## config.mk

```make
export PLATFORM = sky130hd
export DESIGN_NAME = sync_file_receive_deframer
export DESIGN_NICKNAME = d
export VERILOG_FILES = /design/src/sfrd_pkg.sv /design/src/sync_file_receive_deframer.sv
export SDC_FILE = /design/constraint.sdc
export NUM_CORES = 1
export LEC_CHECK = 0
export BUFFER_PORTS_ARGS = -buffer_cell sky130_fd_sc_hd__clkbuf_2
export CAP_MARGIN = 15
export CORE_ASPECT_RATIO = 1.1
export CORE_UTILIZATION = 55
export CTS_CLUSTER_SIZE = 14
export DETAILED_ROUTE_END_ITERATION = 7
export GPL_ROUTABILITY_DRIVEN = 1
export PLACE_DENSITY = 0.71
export RECOVER_POWER = 50
export SETUP_SLACK_MARGIN = 0.2
export SLEW_MARGIN = 40
export SYNTH_ARGS = -nofsm -noshare
export SYNTH_HDL_FRONTEND = slang
export SYNTH_SLANG_ARGS = --single-unit
```

## constraint.sdc

```tcl
create_clock -name clk -period 13.5 [get_ports clk]
set_input_delay 0 -clock clk [delete_from_list [all_inputs] [get_ports clk]]
set_output_delay 0 -clock clk [all_outputs]
set_load 0.1 [all_outputs]
```

## src/sfrd_pkg.sv

```systemverilog
// Package for the file-receive deframer: word types, opcodes, result kinds,
// slot phases and message tags. No dependencies.
package sfrd_pkg;

    localparam int SLOTS_DEFAULT = 4;
    localparam int FIFO_DEPTH    = 4;

    localparam logic [2:0] OP_OPEN  = 3'd0;
    localparam logic [2:0] OP_READY = 3'd1;
    localparam logic [2:0] OP_BYTE  = 3'd2;
    localparam logic [2:0] OP_LOST  = 3'd3;
    localparam logic [2:0] OP_CLOSE = 3'd4;

    localparam logic [2:0] KIND_PAYLOAD = 3'd0;
    localparam logic [2:0] KIND_EOF     = 3'd1;
    localparam logic [2:0] KIND_ERROR   = 3'd2;
    localparam logic [2:0] KIND_OPENED  = 3'd3;
    localparam logic [2:0] KIND_NOFREE  = 3'd4;
    localparam logic [2:0] KIND_SEND    = 3'd5;

    localparam logic [2:0] PH_FREE = 3'd0;
    localparam logic [2:0] PH_OPEN = 3'd1;
    localparam logic [2:0] PH_HEAD = 3'd2;
    localparam logic [2:0] PH_DATA = 3'd3;
    localparam logic [2:0] PH_FAIL = 3'd4;

    localparam logic [31:0] HDR_LEN  = 32'd8;
    localparam logic [31:0] TAG_DATA = 32'h41544144;
    localparam logic [31:0] TAG_DONE = 32'h454E4F44;
    localparam logic [31:0] TAG_FAIL = 32'h4C494146;
    localparam logic [31:0] TAG_RECV = 32'h56434552;

    typedef struct packed {
        logic [2:0] opcode;
        logic [1:0] slot;
        logic [7:0] rx_byte;
        logic       chunk_end;
    } item_t;

    typedef struct packed {
        logic [2:0] kind;
        logic [1:0] result_slot;
        logic [7:0] payload_byte;
        logic       close_channel;
        logic       last_result;
    } result_t;

    // One slot's entry in the state memory; header holds id low, size high.
    typedef struct packed {
        logic [2:0]  phase;
        logic [31:0] remaining;
        logic [63:0] header;
    } entry_t;

    function automatic result_t make_result(logic [2:0] kind, logic [1:0] slot,
                                            logic [7:0] data, logic cl);
        result_t r;
        r.kind          = kind;
        r.result_slot   = slot;
        r.payload_byte  = data;
        r.close_channel = cl;
        r.last_result   = 1'b0;
        return r;
    endfunction

endpackage

```

## src/sync_file_receive_deframer.sv

```systemverilog
// File-receive deframer top level: slot state memory, read-modify-write stage
// and result queue. Depends on sfrd_pkg.
//
// Usage: each word on the item channel is one event (open, channel ready,
// received byte, channel lost, software close) for a file slot. Each event
// gives zero, one or two words on the result channel; the last of them has
// last_result set. Both channels use valid/ready.
// Operation: the slot entry is read from a synchronous memory at the accept
// edge, updated in the update stage and written back, with the results
// pushed into a four-word queue whose head drives the result channel.
// Throughput: one item per cycle unless the result queue holds the update
// stage. Consecutive items for the same slot are forwarded from the write-back
// port, so no bubble is needed. Two results of one item use two queue entries.
// Reset: all slots are free; busy flags in flip-flops clear at once, so no
// clearing pass over the memory is needed.
// Stall: when the receiver holds result_ready low the queue fills; the update
// stage holds once fewer than two queue entries are free, and item_ready
// drops while it holds.
module sync_file_receive_deframer #(
    parameter int SLOTS = sfrd_pkg::SLOTS_DEFAULT
) (
    input  logic               clk,
    input  logic               rst_n,
    input  logic               item_valid,
    output logic               item_ready,
    input  sfrd_pkg::item_t    item,
    output logic               result_valid,
    input  logic               result_ready,
    output sfrd_pkg::result_t  result
);

    localparam int SW  = (SLOTS > 1) ? $clog2(SLOTS) : 1;
    localparam int LIM = (SLOTS < 4) ? SLOTS : 4;
    localparam int PW  = $clog2(sfrd_pkg::FIFO_DEPTH);
    localparam int CW  = PW + 1;

    sfrd_pkg::entry_t  mem_reg [SLOTS];
    sfrd_pkg::entry_t  rd_word_reg;
    sfrd_pkg::entry_t  fwd_word_reg;
    logic              fwd_hit_reg;
    logic              s1_valid_reg;
    sfrd_pkg::item_t   s1_item_reg;
    logic [SLOTS-1:0]  busy_reg;

    sfrd_pkg::result_t fifo_reg [sfrd_pkg::FIFO_DEPTH];
    logic [PW-1:0]     wr_ptr_reg;
    logic [PW-1:0]     rd_ptr_reg;
    logic [CW-1:0]     count_reg;

    logic              item_fire;
    logic              s1_fire;
    logic              pop;
    logic [SW-1:0]     in_idx;
    logic [SW-1:0]     cur_idx;
    logic [SW-1:0]     wr_idx;
    logic              wr_en;
    logic              upd;
    logic              in_range;
    sfrd_pkg::entry_t  word;
    sfrd_pkg::entry_t  new_word;
    logic [2:0]        ph;
    logic [31:0]       rem;
    logic [31:0]       rem_dec;
    logic [2:0]        pos;
    logic [63:0]       hdr_new;
    logic [1:0]        open_idx;
    logic              open_found;
    logic [1:0]        n_res;
    sfrd_pkg::result_t res0;
    sfrd_pkg::result_t res1;
    logic [CW-1:0]     count_next;

    assign item_fire    = item_valid && item_ready;
    assign s1_fire      = s1_valid_reg && (count_reg <= CW'(sfrd_pkg::FIFO_DEPTH - 2));
    assign item_ready   = !s1_valid_reg || s1_fire;
    assign in_idx       = SW'(item.slot);
    assign cur_idx      = SW'(s1_item_reg.slot);
    assign result_valid = (count_reg != '0);
    assign result       = fifo_reg[rd_ptr_reg];
    assign pop          = result_valid && result_ready;

    always_comb
    begin
        word       = fwd_hit_reg ? fwd_word_reg : rd_word_reg;
        ph         = busy_reg[cur_idx] ? word.phase : sfrd_pkg::PH_FREE;
        rem        = busy_reg[cur_idx] ? word.remaining : 32'd0;
        rem_dec    = (rem > 32'd1) ? rem - 32'd1 : 32'd0;
        in_range   = ({5'd0, s1_item_reg.slot} < 7'(SLOTS));
        new_word   = word;
        new_word.phase     = ph;
        new_word.remaining = rem;
        upd        = 1'b0;
        wr_idx     = cur_idx;
        n_res      = 2'd0;
        res0       = sfrd_pkg::make_result(sfrd_pkg::KIND_ERROR, s1_item_reg.slot,
                                           8'd0, 1'b1);
        res1       = res0;

        // Lowest free slot among those that result_slot can name.
        open_found = 1'b0;
        open_idx   = 2'd0;
        for (int i = 0; i < LIM; i++)
        begin
            if (!open_found && !busy_reg[i])
            begin
                open_found = 1'b1;
                open_idx   = 2'(i);
            end
        end

        pos = ((rem == 32'd0) || (rem > sfrd_pkg::HDR_LEN)) ? 3'd0
            : 3'(sfrd_pkg::HDR_LEN[3:0] - rem[3:0]);
        for (int b = 0; b < 8; b++)
        begin
            hdr_new[8*b +: 8] = (pos == 3'(b)) ? s1_item_reg.rx_byte : word.header[8*b +: 8];
        end

        if (s1_item_reg.opcode == sfrd_pkg::OP_OPEN)
        begin
            n_res = 2'd1;
            if (open_found)
            begin
                upd                = 1'b1;
                wr_idx             = SW'(open_idx);
                new_word.phase     = sfrd_pkg::PH_OPEN;
                new_word.remaining = 32'd0;
                res0 = sfrd_pkg::make_result(sfrd_pkg::KIND_OPENED, open_idx, 8'd0, 1'b0);
            end
            else
            begin
                res0 = sfrd_pkg::make_result(sfrd_pkg::KIND_NOFREE, 2'd0, 8'd0, 1'b0);
            end
        end
        else if (in_range)
        begin
            case (s1_item_reg.opcode)
                sfrd_pkg::OP_READY:
                begin
                    if (ph == sfrd_pkg::PH_OPEN)
                    begin
                        upd                = 1'b1;
                        new_word.phase     = sfrd_pkg::PH_HEAD;
                        new_word.remaining = sfrd_pkg::HDR_LEN;
                        n_res              = 2'd1;
                        res0 = sfrd_pkg::make_result(sfrd_pkg::KIND_SEND, s1_item_reg.slot,
                                                     8'd0, 1'b0);
                    end
                end
                sfrd_pkg::OP_BYTE:
                begin
                    upd = 1'b1;
                    case (ph)
                        sfrd_pkg::PH_HEAD:
                        begin
                            new_word.header    = hdr_new;
                            new_word.remaining = rem_dec;
                            if (rem_dec == 32'd0)
                            begin
                                if ((hdr_new[31:0] == sfrd_pkg::TAG_DATA)
                                    || (hdr_new[31:0] == sfrd_pkg::TAG_DONE))
                                begin
                                    if (hdr_new[63:32] != 32'd0)
                                    begin
                                        new_word.phase     = sfrd_pkg::PH_DATA;
                                        new_word.remaining = hdr_new[63:32];
                                    end
                                    else if (hdr_new[31:0] == sfrd_pkg::TAG_DATA)
                                    begin
                                        new_word.remaining = sfrd_pkg::HDR_LEN;
                                    end
                                    else
                                    begin
                                        new_word.phase = sfrd_pkg::PH_FREE;
                                        n_res          = 2'd1;
                                        if (s1_item_reg.chunk_end)
                                        begin
                                            res0.kind = sfrd_pkg::KIND_EOF;
                                        end
                                    end
                                end
                                else if ((hdr_new[31:0] == sfrd_pkg::TAG_FAIL)
                                         && (hdr_new[63:32] != 32'd0))
                                begin
                                    new_word.phase     = sfrd_pkg::PH_FAIL;
                                    new_word.remaining = hdr_new[63:32];
                                end
                                else
                                begin
                                    new_word.phase = sfrd_pkg::PH_FREE;
                                    n_res          = 2'd1;
                                end
                            end
                        end
                        sfrd_pkg::PH_DATA:
                        begin
                            res0 = sfrd_pkg::make_result(sfrd_pkg::KIND_PAYLOAD,
                                                         s1_item_reg.slot,
                                                         s1_item_reg.rx_byte, 1'b0);
                            n_res              = 2'd1;
                            new_word.remaining = rem_dec;
                            if (rem_dec == 32'd0)
                            begin
                                if (word.header[31:0] == sfrd_pkg::TAG_DONE)
                                begin
                                    new_word.phase = sfrd_pkg::PH_FREE;
                                    n_res          = 2'd2;
                                    if (s1_item_reg.chunk_end)
                                    begin
                                        res1.kind = sfrd_pkg::KIND_EOF;
                                    end
                                end
                                else
                                begin
                                    new_word.phase     = sfrd_pkg::PH_HEAD;
                                    new_word.remaining = sfrd_pkg::HDR_LEN;
                                end
                            end
                        end
                        sfrd_pkg::PH_FAIL:
                        begin
                            new_word.remaining = rem_dec;
                            if (rem_dec == 32'd0)
                            begin
                                new_word.phase = sfrd_pkg::PH_FREE;
                                n_res          = 2'd1;
                            end
                        end
                        default:
                        begin
                            new_word.phase = sfrd_pkg::PH_FREE;
                            n_res          = 2'd1;
                        end
                    endcase
                end
                sfrd_pkg::OP_LOST:
                begin
                    upd                = 1'b1;
                    new_word.phase     = sfrd_pkg::PH_FREE;
                    n_res              = 2'd1;
                    res0.close_channel = 1'b0;
                end
                sfrd_pkg::OP_CLOSE:
                begin
                    if (ph != sfrd_pkg::PH_FREE)
                    begin
                        upd            = 1'b1;
                        new_word.phase = sfrd_pkg::PH_FREE;
                        n_res          = 2'd1;
                    end
                end
                default:
                begin
                    upd = 1'b0;
                end
            endcase
        end

        // A freed slot returns to its reset values.
        if (new_word.phase == sfrd_pkg::PH_FREE)
        begin
            new_word.remaining = 32'd0;
            new_word.header    = 64'd0;
        end

        if (n_res == 2'd1)
        begin
            res0.last_result = 1'b1;
        end
        res1.last_result = 1'b1;

        wr_en = s1_fire && upd;
    end

    // Slot state memory: one write port from the update stage, one read port
    // with registered data.
    always_ff @(posedge clk)
    begin
        if (item_fire)
        begin
            rd_word_reg  <= mem_reg[in_idx];
            fwd_word_reg <= new_word;
        end
        if (wr_en)
        begin
            mem_reg[wr_idx] <= new_word;
        end
    end

    always_ff @(posedge clk)
    begin
        if (item_fire)
        begin
            s1_item_reg <= item;
        end
        if (s1_fire && (n_res != 2'd0))
        begin
            fifo_reg[wr_ptr_reg] <= res0;
        end
        if (s1_fire && (n_res == 2'd2))
        begin
            fifo_reg[wr_ptr_reg + PW'(1)] <= res1;
        end
    end

    always_comb
    begin
        count_next = count_reg + (s1_fire ? CW'(n_res) : CW'(0)) - (pop ? CW'(1) : CW'(0));
    end

    always_ff @(posedge clk or negedge rst_n)
    begin
        if (!rst_n)
        begin
            s1_valid_reg <= 1'b0;
            fwd_hit_reg  <= 1'b0;
            busy_reg     <= '0;
            wr_ptr_reg   <= '0;
            rd_ptr_reg   <= '0;
            count_reg    <= '0;
        end
        else
        begin
            if (item_fire)
            begin
                s1_valid_reg <= 1'b1;
                // The write at this edge is not seen by the read; keep it aside.
                fwd_hit_reg  <= wr_en && (wr_idx == in_idx);
            end
            else if (s1_fire)
            begin
                s1_valid_reg <= 1'b0;
            end
            if (wr_en)
            begin
                busy_reg[wr_idx] <= (new_word.phase != sfrd_pkg::PH_FREE);
            end
            if (s1_fire)
            begin
                wr_ptr_reg <= wr_ptr_reg + PW'(n_res);
            end
            if (pop)
            begin
                rd_ptr_reg <= rd_ptr_reg + PW'(1);
            end
            count_reg <= count_next;
        end
    end

endmodule

```

; After elaboration in Yosys (flattened, before gate mapping)
; Memories as Yosys holds them, arrays and structs flattened. A register that Yosys moved wholly into a read port is not among the register bits.
; Index checks and enable logic that the tools add are counted.
[op_classes]
eq_ne = 22
muxes = 97
order_cmp = 6
n_addsub = 7
reduce_logical = 33
[op_table]
columns = op, n
row1 = 35-bit 2-to-1 mux, 7
row2 = 64-bit 2-to-1 mux, 3
row3 = 32-bit 2-to-1 mux, 5
row4 = "32-bit by 31-bit == test with 1-bit output, second input constant", 4
row5 = 99-bit 2-to-1 mux, 1
row6 = 96-bit 2-to-1 mux, 1
row7 = 32-bit one-hot mux with 3 select lines, 1
row8 = 32-bit logical NOT, 2
row9 = 8-bit 2-to-1 mux, 8
row10 = 32-bit one-hot mux with 2 select lines, 1
row11 = 15-bit 2-to-1 mux, 3
row12 = 2-bit 2-to-1 mux, 21
row13 = "32-bit by 1-bit greater-than comparator with 1-bit output, second input constant", 1
row14 = "32-bit by 4-bit greater-than comparator with 1-bit output, second input constant", 1
row15 = 32-bit nonzero test, 1
row16 = "32-bit by 1-bit subtractor with 32-bit output, second input constant", 1
row17 = 1-bit 2-to-1 mux, 27
row18 = 13-bit one-hot mux with 2 select lines, 1
row19 = "3-bit by 2-bit == test with 1-bit output, second input constant", 6
row20 = "3-bit == test, second input constant", 6
row21 = 3-bit 2-to-1 mux, 6
row22 = 1-bit logical AND, 12
row23 = 3-bit one-hot mux with 4 select lines, 1
row24 = 10-bit 2-to-1 mux, 1
row25 = 27 further kinds, 44
[word_totals]
mem_bits_rw = 456
input_bits = 18
mem_count = 2
ff_bits = 126
[mem_list]
columns = name, words, width, read_ports, rd_clocked_by_memory_dff, wr, line
row1 = mem_reg, 4, 99, 1, 1, 1, sync_file_receive_deframer.sv:37  ; sfrd_pkg::entry_t mem_reg [SLOTS];
row2 = fifo_reg, 4, 15, 1, 0, 2, sync_file_receive_deframer.sv:45  ; sfrd_pkg::result_t fifo_reg [sfrd_pkg::FIFO_DEPTH];

; Depth between registers and ports, before layout
[depth]
word_depth = 20
mapped_depth = 33

; Worst setup path after synthesis
; OpenSTA, ideal clock, no wires.
[synth_timing]
path_kind = register to register
start = register fwd_hit_reg
end = register busy_reg[3]
slack_ps = 3019
path_buffers = 9
setup_ps = 423
t_arrival_ps = 10058
path_stages_with_launch = 20
synth_period_minus_slack_ps = 10481
path_cell_list = dfrtp_1 -> buf_6 -> buf_2 -> buf_4 -> buf_4 -> buf_2 -> buf_4 -> buf_2 -> buf_2 -> buf_2 -> nor3_1 -> a21oi_1 -> nor2b_1 -> o21bai_1 -> nand2_1 -> nand2_1 -> nor2_1 -> o21ai_0 -> nor3_1 -> a21oi_1
[synth_between]
elab_chain_cells = 17
elab_cells_between_ends = 61
cone_classes = 2 x add/sub / 2 x order compare / 15 x eq/ne / 32 x mux / 10 x reduce/logical
[synth_lines]
columns = item, line
row1 = "start, declared", sync_file_receive_deframer.sv:40  ; logic fwd_hit_reg;
row2 = "start signal, assigned", sync_file_receive_deframer.sv:327  ; fwd_hit_reg <= wr_en && (wr_idx == in_idx);
row3 = 99-bit 2-to-1 mux (*), sync_file_receive_deframer.sv:84  ; word = fwd_hit_reg ? fwd_word_reg : rd_word_reg;
row4 = 32-bit 2-to-1 mux, sync_file_receive_deframer.sv:86  ; rem = busy_reg[cur_idx] ? word.remaining : 32'd0;
row5 = 32-bit by 4-bit greater-than comparator with 1-bit output / 32-bit logical NOT (equally long branches), sync_file_receive_deframer.sv:111  ; pos = ((rem == 32'd0) || (rem > sfrd_pkg::HDR_LEN)) ? 3'd0
row6 = 1-bit logical OR, sync_file_receive_deframer.sv:111
row7 = 3-bit 2-to-1 mux, sync_file_receive_deframer.sv:111
row8 = "3-bit by 1-bit == test with 1-bit output, or another cell as far along", sync_file_receive_deframer.sv:115  ; hdr_new[8*b +: 8] = (pos == 3'(b)) ? s1_item_reg.rx_byte : word.header[8*b +: 8];
row9 = 8-bit 2-to-1 mux, sync_file_receive_deframer.sv:115
row10 = "32-bit by 31-bit == test with 1-bit output, or another cell as far along", "sync_file_receive_deframer.sv:159, sync_file_receive_deframer.sv:167"
row11 = 3-bit 2-to-1 mux / 1-bit logical AND (equally long branches), "sync_file_receive_deframer.sv:167, sync_file_receive_deframer.sv:182"
row12 = 35-bit 2-to-1 mux / 3-bit 2-to-1 mux (equally long branches), "sync_file_receive_deframer.sv:162, sync_file_receive_deframer.sv:181"
row13 = 35-bit 2-to-1 mux, sync_file_receive_deframer.sv:159  ; if ((hdr_new[31:0] == sfrd_pkg::TAG_DATA)
row14 = 35-bit 2-to-1 mux, sync_file_receive_deframer.sv:157  ; if (rem_dec == 32'd0)
row15 = 3-bit one-hot mux with 3 select lines, sync_file_receive_deframer.sv:152  ; case (ph)
row16 = 3-bit one-hot mux with 4 select lines, sync_file_receive_deframer.sv:136  ; case (s1_item_reg.opcode)
row17 = 35-bit 2-to-1 mux, sync_file_receive_deframer.sv:118  ; if (s1_item_reg.opcode == sfrd_pkg::OP_OPEN)
row18 = 3-bit nonzero test, sync_file_receive_deframer.sv:335  ; busy_reg[wr_idx] <= (new_word.phase != sfrd_pkg::PH_FREE);
row19 = 4-bit bitwise mux, sync_file_receive_deframer.sv:335
row20 = "end signal, assigned by index", sync_file_receive_deframer.sv:335
row21 = "end, declared", sync_file_receive_deframer.sv:43  ; logic [SLOTS-1:0] busy_reg;
; Every way passes the cells marked *; elsewhere a longest branch is shown, timed or not.
; A chain may end at the register's enable or synchronous reset.

; Worst setup path after layout
[layout_timing]
start = register count_reg[0]
end = register, netlist name rd_word_reg[42]
[layout_between]
elab_chain_cells = 4
[layout_lines]
columns = item, line
row1 = "start, declared", sync_file_receive_deframer.sv:48  ; logic [CW-1:0] count_reg;
row2 = "start signal, assigned", sync_file_receive_deframer.sv:345  ; count_reg <= count_next;
row3 = 3-bit by 2-bit less-or-equal comparator with 1-bit output, sync_file_receive_deframer.sv:74  ; assign s1_fire = s1_valid_reg && (count_reg <= CW'(sfrd_pkg::FIFO_DEPTH - 2));
row4 = 1-bit logical AND, sync_file_receive_deframer.sv:74
row5 = 1-bit logical OR, sync_file_receive_deframer.sv:75  ; assign item_ready = !s1_valid_reg || s1_fire;
row6 = 1-bit logical AND, sync_file_receive_deframer.sv:73  ; assign item_fire = item_valid && item_ready;
row7 = named net item_fire, sync_file_receive_deframer.sv:50  ; logic item_fire;
; The timed path passes the listed nets, and every way through them passes these cells.

==> results.cfg <==
[sta]
slew_violations = 516
skew_ns = 0.0177
setup_viol = 0
relSlewSlack_pct = -328
worst_slew_pin_slew_ns = 6.41
setup_tns_ns = 0
finalCritPeriodShare_pct = 71.4
whs_ns = 0.101
hold_viol = 0
period_minus_slack_ns = 9.64
fmax_mhz = 104
rsz0062_at_grt = false

[placed_design]
dp_cells = 2940
gp_congestion = 0.969
io_buffers = 34
hpwl_um = 52300
place_area_sq_um = 32400

[synth]
synth-async-reset-ratio_pct = 1.91
syn_area_sq_um = 31500
yosys-top-cells-area = edfxtp_1, mux4_2, dfxtp_1, mux2i_1, nor2_1
syn-instance-count = 2268
synthTopCellsByCount = edfxtp_1, nor2_1, a21oi_1
synth_area_per_cell_sq_um = 13.9
ys_seq_area_share_pct = 63.4
ys_warn_count = 0
ys_types = 102
synth_top_area_share_pct = 59.5
yosysTopAreaCell = edfxtp_1
ys.flop_type = edfxtp_1
synth-seq-cells = 681
synth-edff-count = 624
syn_nets = 2294
yosysMostFrequentCell = edfxtp_1

[global_route]
grt_usage_pct = 29.3
grt_pass1_wl_um = 127000
grt_pass1_vias = 20800
antenna_found_initial = 0
grt-ovfl-total = 0
grt_max_degree = 136

[worst_setup_path]
arrival_ns = 9.32
reg2reg_slack_ns = 3.86
cp-end-kind = flop
cp-start-kind = flop
crit_path_max_incr_delay_ns = 4.69
cp-startpoint = count_reg[0]
path_max_fanout = 135
regToRegStartpoint = count_reg[0]
crit_path_cell_trace = a21oi_1, nand2b_1, nand2_1, clkinvlp_2, clkbuf_1
crit_slowest_cell = clkinvlp_2
cp.required_ns = 13.18
worstSetupPathType = reg2reg

[power]
finalPower_mw = 7.85
leakage_nw = 11.2
power_density_nw_per_um2 = 225
max-vdd-ir-drop_mv = 0.178

[detailed_routing]
vias = 20800
ant_nets = 0
route.detailed.drc = 0
routedWlPerCell_um = 27.3
drt_iter0_markers = 2179
first_pass_iters = 6
viasPerCell = 6.74
wirelength_um = 84300

[cells_and_area]
largest_register_ffs = 396
stdcell_area_sq_um = 34900
final-instance-count-excl-fill = 3084
drive_above_1_share_pct = 15.3
area_growth_syn_to_layout_pct = 10.7
num_antenna_cells = 0
nNetsFinal = 2312

[clock_network]
cts_tree = yes
clkLatencyLatePin_ns = 0.61
cts_sinks = 681
htreeDepth = 3
cts_buffer_depth = 3
root_buffer = clkbuf_16
cts.clk_slew.worst_paths_ns = 0.06
cts_buffers = 70

[outcome]
outcome = finished with violations
violations = capacitance limit, slew limit

[floorplan]
core_area_sq_um = 56400
die_y_um = 253
io_pins = 35
die_w_um = 230
fp.dieArea_sq_um = 58200
initial_core_util_pct = 55.9
rows = 91

[hold_path]
hp-start = item[4]
min_path_type = in2reg

[job]
maxCapViolations = 11
## where the power goes
part / internal [mW] / switching [mW]
clock network: 1.19 / 0.797
logic: 0.698 / 1.91
registers: 3.00 / 0.251
## cell families after synthesis
family | after synthesis | share of synthesized area, %
multiplexers | 229 | 12.0
buffers and inverters | 204 | 2.76
AND/OR/NAND/NOR | 617 | 9.93
flip-flops | 681 | 63.4
XOR/XNOR | 16 | 0.445
AO/OA/AOI/OAI | 513 | 11.2
adder cells (fa/ha/maj) | 8 | 0.342
## through the flow
stage / setup slack, ns / util [%]
3_3_place_gp: 5.69 / 57.3
2_1_floorplan: 3.02 / -
6_report: 3.86 / 61.8
3_5_place_dp: 5.75 / 57.4
5_1_grt: 3.14 / 61.8
4_1_cts: 5.70 / 61.9
## per-layer routing
metal	track usage (%)	vias up	routed length, um
met2	47.2	1072	40400
met3	4.66	226	6860
met4	13.0	0	3720
met1	39.4	10400	33400
met5	0	-	0
li1	-	9069	-
## cells in the final DEF, fill, tap and decap left out, drive strengths merged, types with 28 or more instances in the layout
| cell | netlist | routed |
|---|---|---|
| edfxtp | 624 | 624 |
| mux2i | 88 | 88 |
| a211oi | 72 | 72 |
| inv | 47 | 50 |
| a21oi | 140 | 140 |
| o21ai | 72 | 72 |
| nand2 | 124 | 124 |
| buf | 71 | 42 |
| nand3 | 49 | 49 |
| nor4 | 42 | 42 |
| dfxtp | 44 | 44 |
| mux4 | 116 | 116 |
| clkbuf | 84 | 129 |
| nor2 | 195 | 195 |
| nor3 | 56 | 56 |
| a31oi | 37 | 37 |
| o211ai | 28 | 28 |
## what timing repair did
action                                 in CTS  in global routing
buffers inserted                            0                  0
resized for setup                           0                  0
endpoints found under the hold margin      30                  0
hold buffers                               17                  0
## critical path: cells and delay by family (launching register included)
family,cells,cell delay [ns]
flops,1,0.37
simple gates,2,0.38
compound gates,1,0.13
buf+inv,2,7.57
## cell type report
cell class	instances	area [sq um]
clock inverters	39	469
clock buffers	87	1900
multi-input cells	1383	10700
inverters	49	185
repair buffers	101	687
fillers	4191	21500
flip-flops and latches	681	19900
well taps	744	931
## final timing paths
path,endpoint,cells past startpoint
setup / recovery,rd_word_reg[42],5
hold reg to reg,fifo_reg[3][7],2
hold / removal,s1_item_reg[4],2
setup reg to reg,rd_word_reg[42],5
max in group asynchronous,wr_ptr_reg[1],3
min in group asynchronous,s1_valid_reg,3
Note: power is estimated with default switching activity, not from simulation.
